File: src/rtl/lrt_pkg.sv
package lrt_pkg;

  // Key and reported occupancy widths
  localparam int unsigned KeyW = 32;
  localparam int unsigned OccW = 3;

  // Per-cell control from the top level
  typedef struct packed {
    logic load;   // a word is being accepted this cycle
    logic valid;  // cell position lies below the current fill
  } cell_ctl_t;

endpackage

File: src/rtl/lrt_cell.sv
module lrt_cell (
  input  logic                             clk_i,
  input  lrt_pkg::cell_ctl_t               ctl_i,
  input  logic signed [lrt_pkg::KeyW-1:0]  access_key_i,
  input  logic signed [lrt_pkg::KeyW-1:0]  prev_key_i,
  input  logic                             seen_i,
  output logic signed [lrt_pkg::KeyW-1:0]  key_o,
  output logic                             seen_o
);

  logic signed [lrt_pkg::KeyW-1:0] key_q, key_d;
  logic                            match;

  // Tag compare against the access key
  assign match  = ctl_i.valid && (key_q == access_key_i);
  assign seen_o = seen_i | match;

  // Shift in from the neighbor unless the hit sits ahead of this cell
  always_comb begin
    key_d = key_q;
    if (ctl_i.load && !seen_i) begin
      key_d = prev_key_i;
    end
  end

  // Key storage, no reset: fill count marks what is valid
  always_ff @(posedge clk_i) begin
    key_q <= key_d;
  end

  assign key_o = key_q;

endmodule

File: src/rtl/lru_recency_tracker_core.sv
// LRU recency tracker.
// Keeps up to ENTRIES distinct 32-bit keys in recency order, most recent
// first, in a row of cells that each hold one key and compare it with the
// access key. A hit moves the key to the front; a miss inserts it at the
// front and, when the row is full, drops the least recent key.
// Command channel: a word (access_key_i) is taken at a rising edge where
// start is high and busy is low. busy stays low: a new word can be
// given in every cycle.
// Result channel: in the cycle after the accept, done_o is high for exactly one
// cycle with hit_o, evicted_o, evicted_key_o (zero without eviction) and
// occupancy_o (count after the access, modulo 8). The receiver cannot stall.
// Throughput 1 word per cycle; the compare and hit-position chain runs
// through all ENTRIES cells combinationally.
// Reset (rst_ni low, async) empties the list and clears done_o; key storage
// is not cleared, the fill count alone marks valid cells.
module lru_recency_tracker_core #(
  parameter int unsigned ENTRIES = 4
) (
  input  logic                             clk_i,
  input  logic                             rst_ni,
  input  logic                             start,
  output logic                             busy,
  input  logic signed [lrt_pkg::KeyW-1:0]  access_key_i,
  output logic                             done_o,
  output logic                             hit_o,
  output logic                             evicted_o,
  output logic signed [lrt_pkg::KeyW-1:0]  evicted_key_o,
  output logic        [lrt_pkg::OccW-1:0]  occupancy_o
);

  localparam int unsigned CntW = $clog2(ENTRIES + 1);

  logic                            accept;
  logic [CntW-1:0]                 cnt_q, cnt_d;
  logic                            full;
  logic                            hit;
  logic signed [lrt_pkg::KeyW-1:0] key_chain  [ENTRIES+1];
  logic                            seen_chain [ENTRIES+1];

  logic                            done_q;
  logic                            hit_q, evicted_q;
  logic signed [lrt_pkg::KeyW-1:0] evicted_key_q;
  logic [lrt_pkg::OccW-1:0]        occ_q;

  assign busy   = 1'b0;
  assign accept = start && !busy;
  assign full   = (cnt_q == CntW'(ENTRIES));

  // Chain heads: cell 0 takes the access key, nothing seen ahead of it
  assign key_chain[0]  = access_key_i;
  assign seen_chain[0] = 1'b0;

  // Row of cells
  for (genvar i = 0; i < ENTRIES; i++) begin : g_cell
    lrt_pkg::cell_ctl_t ctl;
    assign ctl.load  = accept;
    assign ctl.valid = (CntW'(i) < cnt_q);

    lrt_cell u_cell (
      .clk_i        (clk_i),
      .ctl_i        (ctl),
      .access_key_i (access_key_i),
      .prev_key_i   (key_chain[i]),
      .seen_i       (seen_chain[i]),
      .key_o        (key_chain[i+1]),
      .seen_o       (seen_chain[i+1])
    );
  end

  assign hit = seen_chain[ENTRIES];

  // Fill count update
  always_comb begin
    cnt_d = cnt_q;
    if (accept && !hit && !full) begin
      cnt_d = cnt_q + CntW'(1);
    end
  end

  // Control state
  always_ff @(posedge clk_i or negedge rst_ni) begin
    if (!rst_ni) begin
      cnt_q  <= '0;
      done_q <= 1'b0;
    end else begin
      cnt_q  <= cnt_d;
      done_q <= accept;
    end
  end

  // Result word
  always_ff @(posedge clk_i) begin
    if (accept) begin
      hit_q         <= hit;
      evicted_q     <= !hit && full;
      evicted_key_q <= (!hit && full) ? key_chain[ENTRIES] : '0;
      occ_q         <= lrt_pkg::OccW'(cnt_d);
    end
  end

  assign done_o        = done_q;
  assign hit_o         = hit_q;
  assign evicted_o     = evicted_q;
  assign evicted_key_o = evicted_key_q;
  assign occupancy_o   = occ_q;

endmodule

File: config.mk
export PLATFORM = sky130hd
export DESIGN_NAME = lru_recency_tracker_core
export DESIGN_NICKNAME = d
export VERILOG_FILES = /design/src/rtl/lrt_pkg.sv /design/src/rtl/lrt_cell.sv /design/src/rtl/lru_recency_tracker_core.sv
export SDC_FILE = /design/constraint.sdc
export NUM_CORES = 1
export LEC_CHECK = 0
export BUFFER_PORTS_ARGS = -buffer_cell sky130_fd_sc_hd__clkbuf_2
export CORE_MARGIN = 2
export CORE_UTILIZATION = 33
export DETAILED_ROUTE_END_ITERATION = 10
export PLACE_DENSITY_LB_ADDON = 0.05
export SYNTH_ARGS = -nofsm -noshare
export SYNTH_HDL_FRONTEND = slang
export SYNTH_SLANG_ARGS = --single-unit
File: constraint.sdc
create_clock -name clk_i -period 3.9 [get_ports clk_i]
set_input_delay 0 -clock clk_i [delete_from_list [all_inputs] [get_ports clk_i]]
set_output_delay 0 -clock clk_i [all_outputs]
set_load 0.02 [all_outputs]
# After elaboration in Yosys (flattened, before gate mapping)

Index checks and enable logic that the tools add are counted.

Reduce and logical (&&, ||, !) cells: 15
Add/sub/neg operators: 1
Bitwise operators: 3
Multiplexer cells: 1
Equal/unequal tests: 5
Order comparisons: 4

Operators with widths:

| cell                                                                | count |
|---|---|
| 32-bit == test                                                      | 4 |
| 1-bit logical AND                                                   | 10 |
| 1-bit by 3-bit < comparator with 1-bit output, first input constant | 2 |
| 2-bit by 3-bit < comparator with 1-bit output, first input constant | 2 |
| 1-bit zero test                                                     | 5 |
| 3-bit by 1-bit adder with 3-bit output, second input constant       | 1 |
| 3-bit == test, second input constant                                | 1 |
| 3-bit two-way mux                                                   | 1 |
| 1-bit OR                                                            | 3 |

Logic and storage cells: 39
Input port bits: 35
Register bits: 169

# Logic depth before layout (Yosys ltp)

Gate-level depths: netlist (run 1).

Depth after elaboration: 9
Gate-level depth with buffers: 8
Depth with buffers taken out: 7

# Hierarchy

A second synthesis (run 1) with hierarchy kept.

Cell total of the unflattened synthesis: 406
Area total of the unflattened synthesis: 6,881.6 um^2

Modules (own cells, without submodules):

| module                   | sequential area each (um^2) | cells each | area each (um^2) | times used |
|---|---|---|---|---|
| lrt_cell                 | 960.9                       | 78         | 1,326.3          | 4 |
| lru_recency_tracker_core | 1,211.2                     | 94         | 1,576.5          | 1 |

# Worst setup path after synthesis (run 1)

OpenSTA, ideal clock, no wires.

Kind: reg2reg
Start: register g_cell[0].u_cell.key_q, in the netlist g_cell[0].u_cell.key_o[28]
End: register g_cell[3].u_cell.key_q, in the netlist g_cell[3].u_cell.key_o[0] (enable)
Period minus slack after synthesis: 3,771 ps
Cell stages (with the launch flop): 7
Arrival time: 3,310 ps
Path buffers: 0
Slack: 129 ps
Cell sequence: edfxtp_1 > xor2_1 > nor4_2 > nand4_1 > nor4_4 > or2b_4 > nor3_1

Longest elaborated chain between the ends: 6

Ends and longest elaborated chain:

| item                   | line           | text |
|---|---|---|
| from (decl)            | lrt_cell.sv:11 | `logic signed [lrt_pkg::KeyW-1:0] key_q, key_d;` |
| from (signal assigned) | lrt_cell.sv:28 | `key_q <= key_d;` |
| 32-bit == test         | lrt_cell.sv:15 | `assign match = ctl_i.valid && (key_q == access_key_i);` |
| 1-bit logical AND      | lrt_cell.sv:15 |  |
| 1-bit OR (2 in series) | lrt_cell.sv:16 | `assign seen_o = seen_i \| match;` |
| 1-bit zero test        | lrt_cell.sv:21 | `if (ctl_i.load && !seen_i) begin` |
| 1-bit logical AND      | lrt_cell.sv:21 |  |
| to (signal assigned)   | lrt_cell.sv:28 |  |
| to (decl)              | lrt_cell.sv:11 |  |

Every way passes these cells.
A chain may end at the register's enable or synchronous reset.

# Worst setup path after layout (run 1)

Start: register g_cell[1].u_cell.key_q, in the netlist g_cell[1].u_cell.key_o[8]
End: register evicted_key_q, in the netlist evicted_key_o[1], data pin

Longest elaborated chain between the ends: 7

Ends and longest elaborated chain:

| item                   | line                           | text |
|---|---|---|
| from (decl)            | lrt_cell.sv:11                 |  |
| from (signal assigned) | lrt_cell.sv:28                 |  |
| 32-bit == test         | lrt_cell.sv:15                 |  |
| 1-bit logical AND      | lrt_cell.sv:15                 |  |
| 1-bit OR (3 in series) | lrt_cell.sv:16                 |  |
| 1-bit zero test        | lru_recency_tracker_core.sv:96 | `evicted_key_q <= (!hit && full) ? key_chain[ENTRIES] : '0;` |
| 1-bit logical AND      | lru_recency_tracker_core.sv:96 |  |
| to (signal assigned)   | lru_recency_tracker_core.sv:96 |  |
| to (decl)              | lru_recency_tracker_core.sv:42 | `logic signed [lrt_pkg::KeyW-1:0] evicted_key_q;` |

Every way passes these cells.

==> results of run 1 <==
-- cells in the final DEF (no fill, tap or decap), types with 2 or more instances in the layout --
master,synthesis,layout
edfxtp_1,165,165
xor2_1,112,112
clkbuf_2,0,71
dlygate4sd3_1,0,35
and2_1,32,32
nor4_1,25,25
xnor2_1,18,18
clkbuf_16,0,17
buf_4,1,8
nand4_1,6,6
nand3_1,6,6
nor3_1,6,5
clkinvlp_4,0,5
inv_1,4,4
dfrtp_1,4,4
nand2_1,3,3
nor4_2,3,3
clkinv_4,0,3
clkbuf_8,0,3
ha_1,2,2
inv_6,0,2
-- kinds of logic (layout without fill, tap and decap cells) --
kind of cell | Yosys count | after routing | synth area share
adder cells (fa/ha/maj) | 2 | 2 | 0.00362
other | 1 | 1 | 0.000543
buffers and inverters | 8 | 150 | 0.00815
multiplexers | 1 | 1 | 0.00217
flip-flops | 169 | 169 | 0.732
AO/OA/AOI/OAI | 2 | 2 | 0.00145
XOR/XNOR | 130 | 130 | 0.165
AND/OR/NAND/NOR | 89 | 89 | 0.0870
-- per-layer routing --
layer | track usage | wire length (um) | vias to the layer above
met2 | 0.241 | 7550 | 92
met4 | 0.0648 | 389 | 0
met1 | 0.221 | 7720 | 1796
met5 | 0 | 0 | -
met3 | 0.0316 | 734 | 20
li1 | - | - | 1739
-- state kept, by name, indices dropped and copies added (netlist names) --
signal,flops
g_cell.u_cell.key_o,128
evicted_key_o,32
cnt_q,3
occupancy_o,3
done_o,1
evicted_o,1
hit_o,1
-- power groups by stage --
| stage | Combinational [mW] | Sequential (mW) | Clock, mW |
|---|---|---|---|
| 2_1_floorplan | 0.279 | 2.41 | 0 |
| 3_3_place_gp | 0.594 | 2.35 | 0 |
| 3_5_place_dp | 0.593 | 2.36 | 0 |
| 4_1_cts | 0.624 | 2.32 | 1.71 |
| 5_1_grt | 0.664 | 2.34 | 1.79 |
| 6_report | 0.603 | 2.32 | 1.67 |
-- synth_stat cells, drive strengths merged --
master | n | area, um2
edfxtp | 165 | 4950
xor2 | 112 | 981
and2 | 32 | 200
nor4 | 29 | 215
xnor2 | 18 | 158
nor3 | 7 | 46.3
nand3 | 6 | 30.0
nand4 | 6 | 37.5
buf | 4 | 41.3
dfrtp | 4 | 100
inv | 4 | 15.0
nand2 | 3 | 11.3
ha | 2 | 25.0
a21oi | 1 | 5.00
conb | 1 | 3.75
mux2 | 1 | 15.0
nor2 | 1 | 3.75
nor3b | 1 | 12.5
nor4b | 1 | 15.0
o21ai | 1 | 5.00
or2 | 1 | 6.26
or2b | 1 | 11.3
or3 | 1 | 11.3
-- cell type report --
type | count | area [um2] | area share
well taps | 270 | 338 | 0.0395
clock buffers | 20 | 467 | 0.0545
flip-flops and latches | 169 | 5050 | 0.591
inverters | 4 | 15.0 | 0.00175
multi-input cells | 225 | 1800 | 0.210
repair buffers | 114 | 766 | 0.0895
clock inverters | 12 | 116 | 0.0136
-- per-stage QoR --
step	instance area (um2)	power (mW)
floorplan	6900	2.69
global placement	7620	2.95
detailed placement	7620	2.95
CTS	8560	4.66
global route	8560	4.79
finish	8560	4.59
-- final timing paths --
kind | start | cells after the start | to
worst max-delay path | g_cell[1].u_cell.key_o[8] | 8 | evicted_key_o[1]
max in group asynchronous | rst_ni | 3 | cnt_q[2]
worst max register to register | g_cell[1].u_cell.key_o[8] | 8 | evicted_key_o[1]
worst min-delay path | access_key_i[6] | 2 | g_cell[0].u_cell.key_o[6]
min in group asynchronous | rst_ni | 3 | cnt_q[1]
worst min register to register | g_cell[1].u_cell.key_o[9] | 0 | g_cell[2].u_cell.key_o[9]
-- worst max-delay path, delay by kind of cell, from the launching register on --
kind,cells,cell delay (ns)
flops,1,0.40
simple gates,6,1.68
buf+inv,1,0.23
xor+xnor,1,0.22
==> impl_metrics.env, run 1 <==
export IMPL_status="finished, final reports clean"
export IMPL_end_kind="register"
export IMPL_power_frac_seq=0.504
export IMPL_ys_warn_count=0
export IMPL_fill_cells=1864
export IMPL_critical_path_max_stage_delay_ns=0.50
export IMPL_path_class="reg2reg"
export IMPL_switching_share=0.265
export IMPL_dp_hpwl_um=11600
export IMPL_setup_viol=0
export IMPL_stdcell_count=814
export IMPL_clock_power_share=0.365
export IMPL_rows=52
export IMPL_critPathMaxFanout=20
export IMPL_drc=0
export IMPL_syn2layout_area_growth_pct=23.9
export IMPL_drtPass1Iterations=4
export IMPL_clk_latency_ns=0.43
export IMPL_worstPathRequired_ns=4.08
export IMPL_postSynthCellCount=402
export IMPL_grt_pass1_vias=3918
export IMPL_final_period_utilization=0.715
export IMPL_skew_ns=0.0103
export IMPL_avgRoutedWirePerCell_um=20.1
export IMPL_worst_pin_slew_ns=0.739
export IMPL_final_hold_viol_count=0
export IMPL_die_area_um2=22100
export IMPL_netlist_area_um2=6900
export IMPL_internal_power_mw=3.38
export IMPL_p_per_area_nw_per_um2=537
export IMPL_die_x_um=149
export IMPL_synth_cell_types=27
export IMPL_numCtsBuffers=17
export IMPL_finish_utilization=0.420
export IMPL_ir_drop_uv=291
export IMPL_cts_setup_buffers=0
export IMPL_critPathSlowestCell="nor4_1"
export IMPL_drive_gt1_frac=0.228
export IMPL_fin_tns_setup_ns=0
export IMPL_ctsResizeCount=0
export IMPL_rsz0062_at_grt="no"
export IMPL_max_cap_violations=0
export IMPL_min_path_type="in2reg"
export IMPL_grt_util_all_layers=0.158
export IMPL_portBuffers=72
export IMPL_h_tree_depth=4
export IMPL_ys_ff_latch=169
export IMPL_syn_num_nets=439
export IMPL_gp_congestion=0.779
export IMPL_p_comb_frac=0.131
export IMPL_postRouteAntennaNets=0
export IMPL_core_area_um2=20400
export IMPL_nNetsFinal=568
export IMPL_cts_root_buf="clkbuf_16"
export IMPL_routed_wl_um=16400
export IMPL_numPlacedInstances=747
export IMPL_grt_max_degree=51
export IMPL_slew_limit_headroom=0.507
export IMPL_cts_tree="done"
export IMPL_p_sw_mw=1.22
export IMPL_ios=74
export IMPL_hold_slack_ns=0.412
export IMPL_cp_start_kind="register"
export IMPL_holdBufCountCts=35
export IMPL_path_cells="xor2_1 -> nor4_1 -> nand4_1 -> nor4_2 -> or3_4 -> nor3_4 -> buf_4 -> and2_1"
export IMPL_layout_min_cycle_time_ns=2.79
export IMPL_die_height_um=149
export IMPL_clkSinkCount=169
export IMPL_crit_arrival_ns=2.97
export IMPL_max_freq_ghz=0.359
export IMPL_clk_path_buf_depth=2
export IMPL_cellLeakagePower_nw=3.17
export IMPL_ys_seq_area_frac=0.732
export IMPL_drtIter0Drc=265
export IMPL_clkSlewWorstSetupHoldPaths_ns=0.07
export IMPL_r2r_setup_slack_ns=1.11
export IMPL_via_per_inst=4.48
export IMPL_place_ws_ns=1.09
export IMPL_start_util=0.339
export IMPL_grt_pass1_wl_um=24600
export IMPL_overflow=0
export IMPL_setup_slack_ns=1.11
export IMPL_antenna_found_initial=0
export IMPL_maxSlewViolCount=0
export IMPL_antenna_cells=0
export IMPL_num_vias=3647
export IMPL_synth_area_per_cell_um2=17.2
Note: power is estimated with default switching activity, not from simulation.
==> run 2: changes to the inputs <==
==> constraint.sdc (replaced) <==
create_clock -name clk_i -period 2.8 [get_ports clk_i]
set_input_delay 0 -clock clk_i [delete_from_list [all_inputs] [get_ports clk_i]]
set_output_delay 0 -clock clk_i [all_outputs]
set_load 0.02 [all_outputs]
==> impl_metrics.env, run 2 (synthesis results as in run 1) <==
export IMPL_cts_tree="done"
export IMPL_cellLeakagePower_nw=3.30
export IMPL_fill_cells=1863
export IMPL_rows=52
export IMPL_layout_min_cycle_time_ns=2.63
export IMPL_grt_pass1_vias=3876
export IMPL_mostFrequentLayoutCells="edfxtp_1, xor2_1, clkbuf_2"
export IMPL_final_period_utilization=0.939
export IMPL_clk_path_buf_depth=2
export IMPL_cp_start_kind="register"
export IMPL_maxSlewViolCount=0
export IMPL_drive_gt1_frac=0.249
export IMPL_min_path_type="in2reg"
export IMPL_worstPathRequired_ns=2.97
export IMPL_dp_hpwl_um=11500
export IMPL_p_per_area_nw_per_um2=751
export IMPL_grt_util_all_layers=0.155
export IMPL_crit_arrival_ns=2.80
export IMPL_end_kind="register"
export IMPL_die_area_um2=22100
export IMPL_clkSlewWorstSetupHoldPaths_ns=0.06
export IMPL_max_cap_violations=0
export IMPL_skew_ns=0.00933
export IMPL_clk_latency_ns=0.43
export IMPL_cts_root_buf="clkbuf_16"
export IMPL_drtIter0Drc=215
export IMPL_core_area_um2=20400
export IMPL_routed_wl_um=16300
export IMPL_critPathMaxFanout=23
export IMPL_setup_viol=0
export IMPL_largest_reg_flops=128
export IMPL_portBuffers=72
export IMPL_h_tree_depth=4
export IMPL_antenna_cells=0
export IMPL_avgRoutedWirePerCell_um=19.6
export IMPL_gp_congestion=0.761
export IMPL_grt_pass1_wl_um=24300
export IMPL_drc=0
export IMPL_antenna_found_initial=0
export IMPL_fin_tns_setup_ns=0
export IMPL_max_freq_ghz=0.380
export IMPL_overflow=0
export IMPL_nNetsFinal=586
export IMPL_ios=74
export IMPL_path_class="reg2reg"
export IMPL_num_vias=3750
export IMPL_syn2layout_area_growth_pct=27.3
export IMPL_numCtsBuffers=17
export IMPL_final_hold_viol_count=0
export IMPL_drtPass1Iterations=4
export IMPL_setup_slack_ns=0.170
export IMPL_start_util=0.339
export IMPL_status="finished, final reports clean"
export IMPL_place_ws_ns=0.0657
export IMPL_worst_pin_slew_ns=0.679
export IMPL_slew_limit_headroom=0.547
export IMPL_die_height_um=149
export IMPL_ir_drop_uv=408
export IMPL_clkSinkCount=169
export IMPL_die_x_um=149
export IMPL_via_per_inst=4.51
export IMPL_postRouteAntennaNets=0
export IMPL_rsz0062_at_grt="no"
export IMPL_final_common_cell="edfxtp_1"
export IMPL_grt_max_degree=42
run 2: cell count changes in the layout (fill, tap and decap cells not counted), moves of 2 or more:
cell and change:
buf_12 +5, buf_4 +14, bufinv_16 +3, clkbuf_1 +2
clkbuf_8 -3, clkinv_1 +2, clkinvlp_4 -2, inv_6 -2
run 2: path summary, 6_finish.rpt:
kind	start	to	slack (ns)	cells after the start
max	g_cell[0].u_cell.key_o[16]	g_cell[1].u_cell.key_o[3]	0.17	7
min	start	done_o	0.09	2
max reg2reg	g_cell[0].u_cell.key_o[16]	g_cell[1].u_cell.key_o[3]	0.17	7
min reg2reg	g_cell[0].u_cell.key_o[21]	g_cell[1].u_cell.key_o[21]	0.46	0
max in group asynchronous	rst_ni	cnt_q[2]	2.16	3
min in group asynchronous	rst_ni	cnt_q[1]	0.47	3
run 2: power by group:
group	total, mW	internal (mW)	leakage, nW	switching (mW)
Sequential	3.20	3.08	1.68	0.121
Clock	2.47	1.49	0.288	0.984
Combinational	0.933	0.375	1.33	0.558
run 2: final cells by class:
type,count,area (um2),area share
Multi-Input combinational cell,225,1810,0.206
Sequential cell,169,5050,0.575
Inverter,4,15.0,0.00171
Clock buffer,19,433,0.0492
Tap cell,270,338,0.0384
Timing Repair Buffer,132,961,0.109
Clock inverter,13,178,0.0202
run 2: what timing repair did:
item                                   in CTS  in global routing
resized for setup                           0                  1
setup endpoints to repair                   0                 32
hold buffers                               34                  0
endpoints found under the hold margin      36                  0
buffers inserted                            0                 10
run 2: metal layers:
layer	wire, um	track usage	vias up
met3	656	0.0344	16
li1	-	-	1770
met1	7680	0.213	1882
met5	0	0	-
met2	7730	0.248	82
met4	207	0.0500	0
run 2: worst max-delay path, cell delays in order (launching register included):
cell and delay (ns):
edfxtp_1 0.39, xor2_1 0.19, nor4_1 0.47, nand4_1 0.26, nor4_4 0.41, or2b_4 0.24, inv_1 0.17, buf_12 0.23
run 2: per-stage QoR:
step | cell area [um2] | utilization | total power, mW | hold WS, ns | instances
after floorplan | 6910 | - | 3.74 | -0.296 | 402
after CTS | 8700 | 0.427 | 6.67 | 0.0749 | 822
after global routing | 8790 | 0.432 | 6.88 | 0.0805 | 832
final | 8790 | 0.432 | 6.60 | 0.0866 | 832
after detailed placement | 7750 | 0.380 | 4.16 | -0.189 | 756
after global placement | 7750 | 0.380 | 4.15 | -0.191 | 756
==> run 3: changes to the inputs <==
--- a/config.mk
+++ b/config.mk
@@ -6,10 +6,11 @@
 export NUM_CORES = 1
 export LEC_CHECK = 0
 export BUFFER_PORTS_ARGS = -buffer_cell sky130_fd_sc_hd__clkbuf_2
+export CORE_ASPECT_RATIO = 1.25
 export CORE_MARGIN = 2
 export CORE_UTILIZATION = 33
+export CTS_CLUSTER_SIZE = 12
 export DETAILED_ROUTE_END_ITERATION = 10
-export PLACE_DENSITY_LB_ADDON = 0.05
 export SYNTH_ARGS = -nofsm -noshare
 export SYNTH_HDL_FRONTEND = slang
 export SYNTH_SLANG_ARGS = --single-unit
==> impl_metrics.env, run 3 (synthesis results as in run 1) <==
export IMPL_rows=59
export IMPL_avgRoutedWirePerCell_um=18.8
export IMPL_drc=0
export IMPL_final_common_cell="edfxtp_1"
export IMPL_max_freq_ghz=0.404
export IMPL_clkSinkCount=169
export IMPL_grt_pass1_wl_um=23200
export IMPL_cts_root_buf="clkbuf_16"
export IMPL_dp_hpwl_um=11000
export IMPL_grt_util_all_layers=0.143
export IMPL_max_cap_violations=0
export IMPL_placed_cell_area_um2=7680
export IMPL_r2r_setup_slack_ns=0.32
export IMPL_min_path_cells=4
export IMPL_clkSlewWorstSetupHoldPaths_ns=0.06
export IMPL_mostFrequentLayoutCells="edfxtp_1, xor2_1, clkbuf_2"
export IMPL_min_path_type="in2reg"
export IMPL_die_height_um=166
export IMPL_gp_congestion=0.836
export IMPL_fin_tns_setup_ns=0
export IMPL_timing_rr_start="g_cell[2].u_cell.key_o[27]"
export IMPL_startpoint="g_cell[2].u_cell.key_o[27]"
export IMPL_p_per_area_nw_per_um2=726
export IMPL_crit_end="evicted_key_o[1]"
export IMPL_num_vias=3739
export IMPL_critical_path_max_stage_delay_ns=0.64
export IMPL_postRouteAntennaNets=0
export IMPL_grt_max_degree=38
export IMPL_ir_drop_uv=423
export IMPL_critPathSlowestCell="nor3_4"
export IMPL_maxSlewViolCount=0
export IMPL_final_hold_viol_count=0
export IMPL_path_class="reg2reg"
export IMPL_layout_min_cycle_time_ns=2.48
export IMPL_ios=74
export IMPL_grt_pass1_vias=3890
export IMPL_power_mw=6.23
export IMPL_die_x_um=133
export IMPL_crit_arrival_ns=2.76
export IMPL_numCtsBuffers=17
export IMPL_cts_tree="done"
export IMPL_largest_reg_flops=128
export IMPL_clk_path_buf_depth=2
export IMPL_h_tree_depth=4
export IMPL_status="finished, final reports clean"
export IMPL_drive_gt1_frac=0.228
export IMPL_drtIter0Drc=218
export IMPL_antenna_cells=0
export IMPL_skew_ns=0.00885
export IMPL_rsz0062_at_grt="no"
export IMPL_nNetsFinal=573
export IMPL_syn2layout_area_growth_pct=24.2
export IMPL_cts_setup_buffers=0
export IMPL_stdcell_count=823
export IMPL_r2r_end="evicted_key_o[1]"
export IMPL_setup_slack_ns=0.324
export IMPL_worst_pin_slew_ns=0.741
export IMPL_numPlacedInstances=756
export IMPL_hold_slack_ns=0.200
export IMPL_core_area_um2=20700
export IMPL_setup_viol=0
export IMPL_end_kind="register"
export IMPL_worstPathRequired_ns=3.09
export IMPL_r2r_cells=7
export IMPL_slew_limit_headroom=0.504
export IMPL_overflow=0
export IMPL_finish_utilization=0.415
export IMPL_start_util=0.334
export IMPL_path_cells="xor2_1 -> nor4_1 -> nand4_1 -> nor3_1 -> or3_4 -> nor3_4 -> and2_1"
export IMPL_drtPass1Iterations=4
export IMPL_routed_wl_um=15500
export IMPL_via_per_inst=4.54
export IMPL_critPathMaxFanout=17
export IMPL_die_area_um2=22100
export IMPL_cp_start_kind="register"
export IMPL_antenna_found_initial=0
export IMPL_final_period_utilization=0.884
export IMPL_portBuffers=72
export IMPL_cellLeakagePower_nw=3.18
export IMPL_final_area_um2=8580
export IMPL_clk_latency_ns=0.43
export IMPL_place_ws_ns=0.0962
export IMPL_fill_cells=1928
run 3: power by group:
part | switching [mW] | internal, mW | leakage [nW] | total [mW]
clock network | 0.954 | 1.21 | 0.259 | 2.17
registers | 0.144 | 3.08 | 1.68 | 3.23
logic | 0.513 | 0.321 | 1.25 | 0.834
total | 1.61 | 4.62 | 3.18 | 6.23
run 3: critical path: cells and delay by family (launching register included):
kind / cells / cell delay, ns
xor gates and xnor gates: 1 / 0.31
and+or+nand+nor: 6 / 1.64
DFF: 1 / 0.39
run 3: final cells by class:
cell class	count	area, um2	share of cell area
inverter	4	15.0	0.00175
tap	274	343	0.0400
clock buffer	19	433	0.0505
clock inverter	13	106	0.0124
sequential	169	5050	0.589
timing repair buffer	118	803	0.0936
multi-input combinational	226	1820	0.213
run 3: layer usage:
| metal | vias to the layer above | part of all wire | track usage |
|---|---|---|---|
| met5 | - | 0 | 0 |
| met4 | 0 | 0.036 | 0.0726 |
| met3 | 32 | 0.050 | 0.0343 |
| met2 | 110 | 0.51 | 0.234 |
| met1 | 1856 | 0.41 | 0.177 |
| li1 | 1741 | - | - |
run 3: what timing repair did:
item / 4_1_cts / 5_1_grt
gates resized for setup: 0 / 1
hold buffers: 34 / 0
setup endpoints to repair: 0 / 33
endpoints found under the hold margin: 36 / 0
run 3: worst min-delay path by stage:
stage / from / end / slack [ns]
after detailed placement: rst_ni / done_o / -0.19
after floorplan: rst_ni / cnt_q[0] / -0.30
after global routing: start / cnt_q[2] / 0.20
after CTS: start / cnt_q[2] / 0.19
after global placement: rst_ni / done_o / -0.19
final: start / cnt_q[2] / 0.20
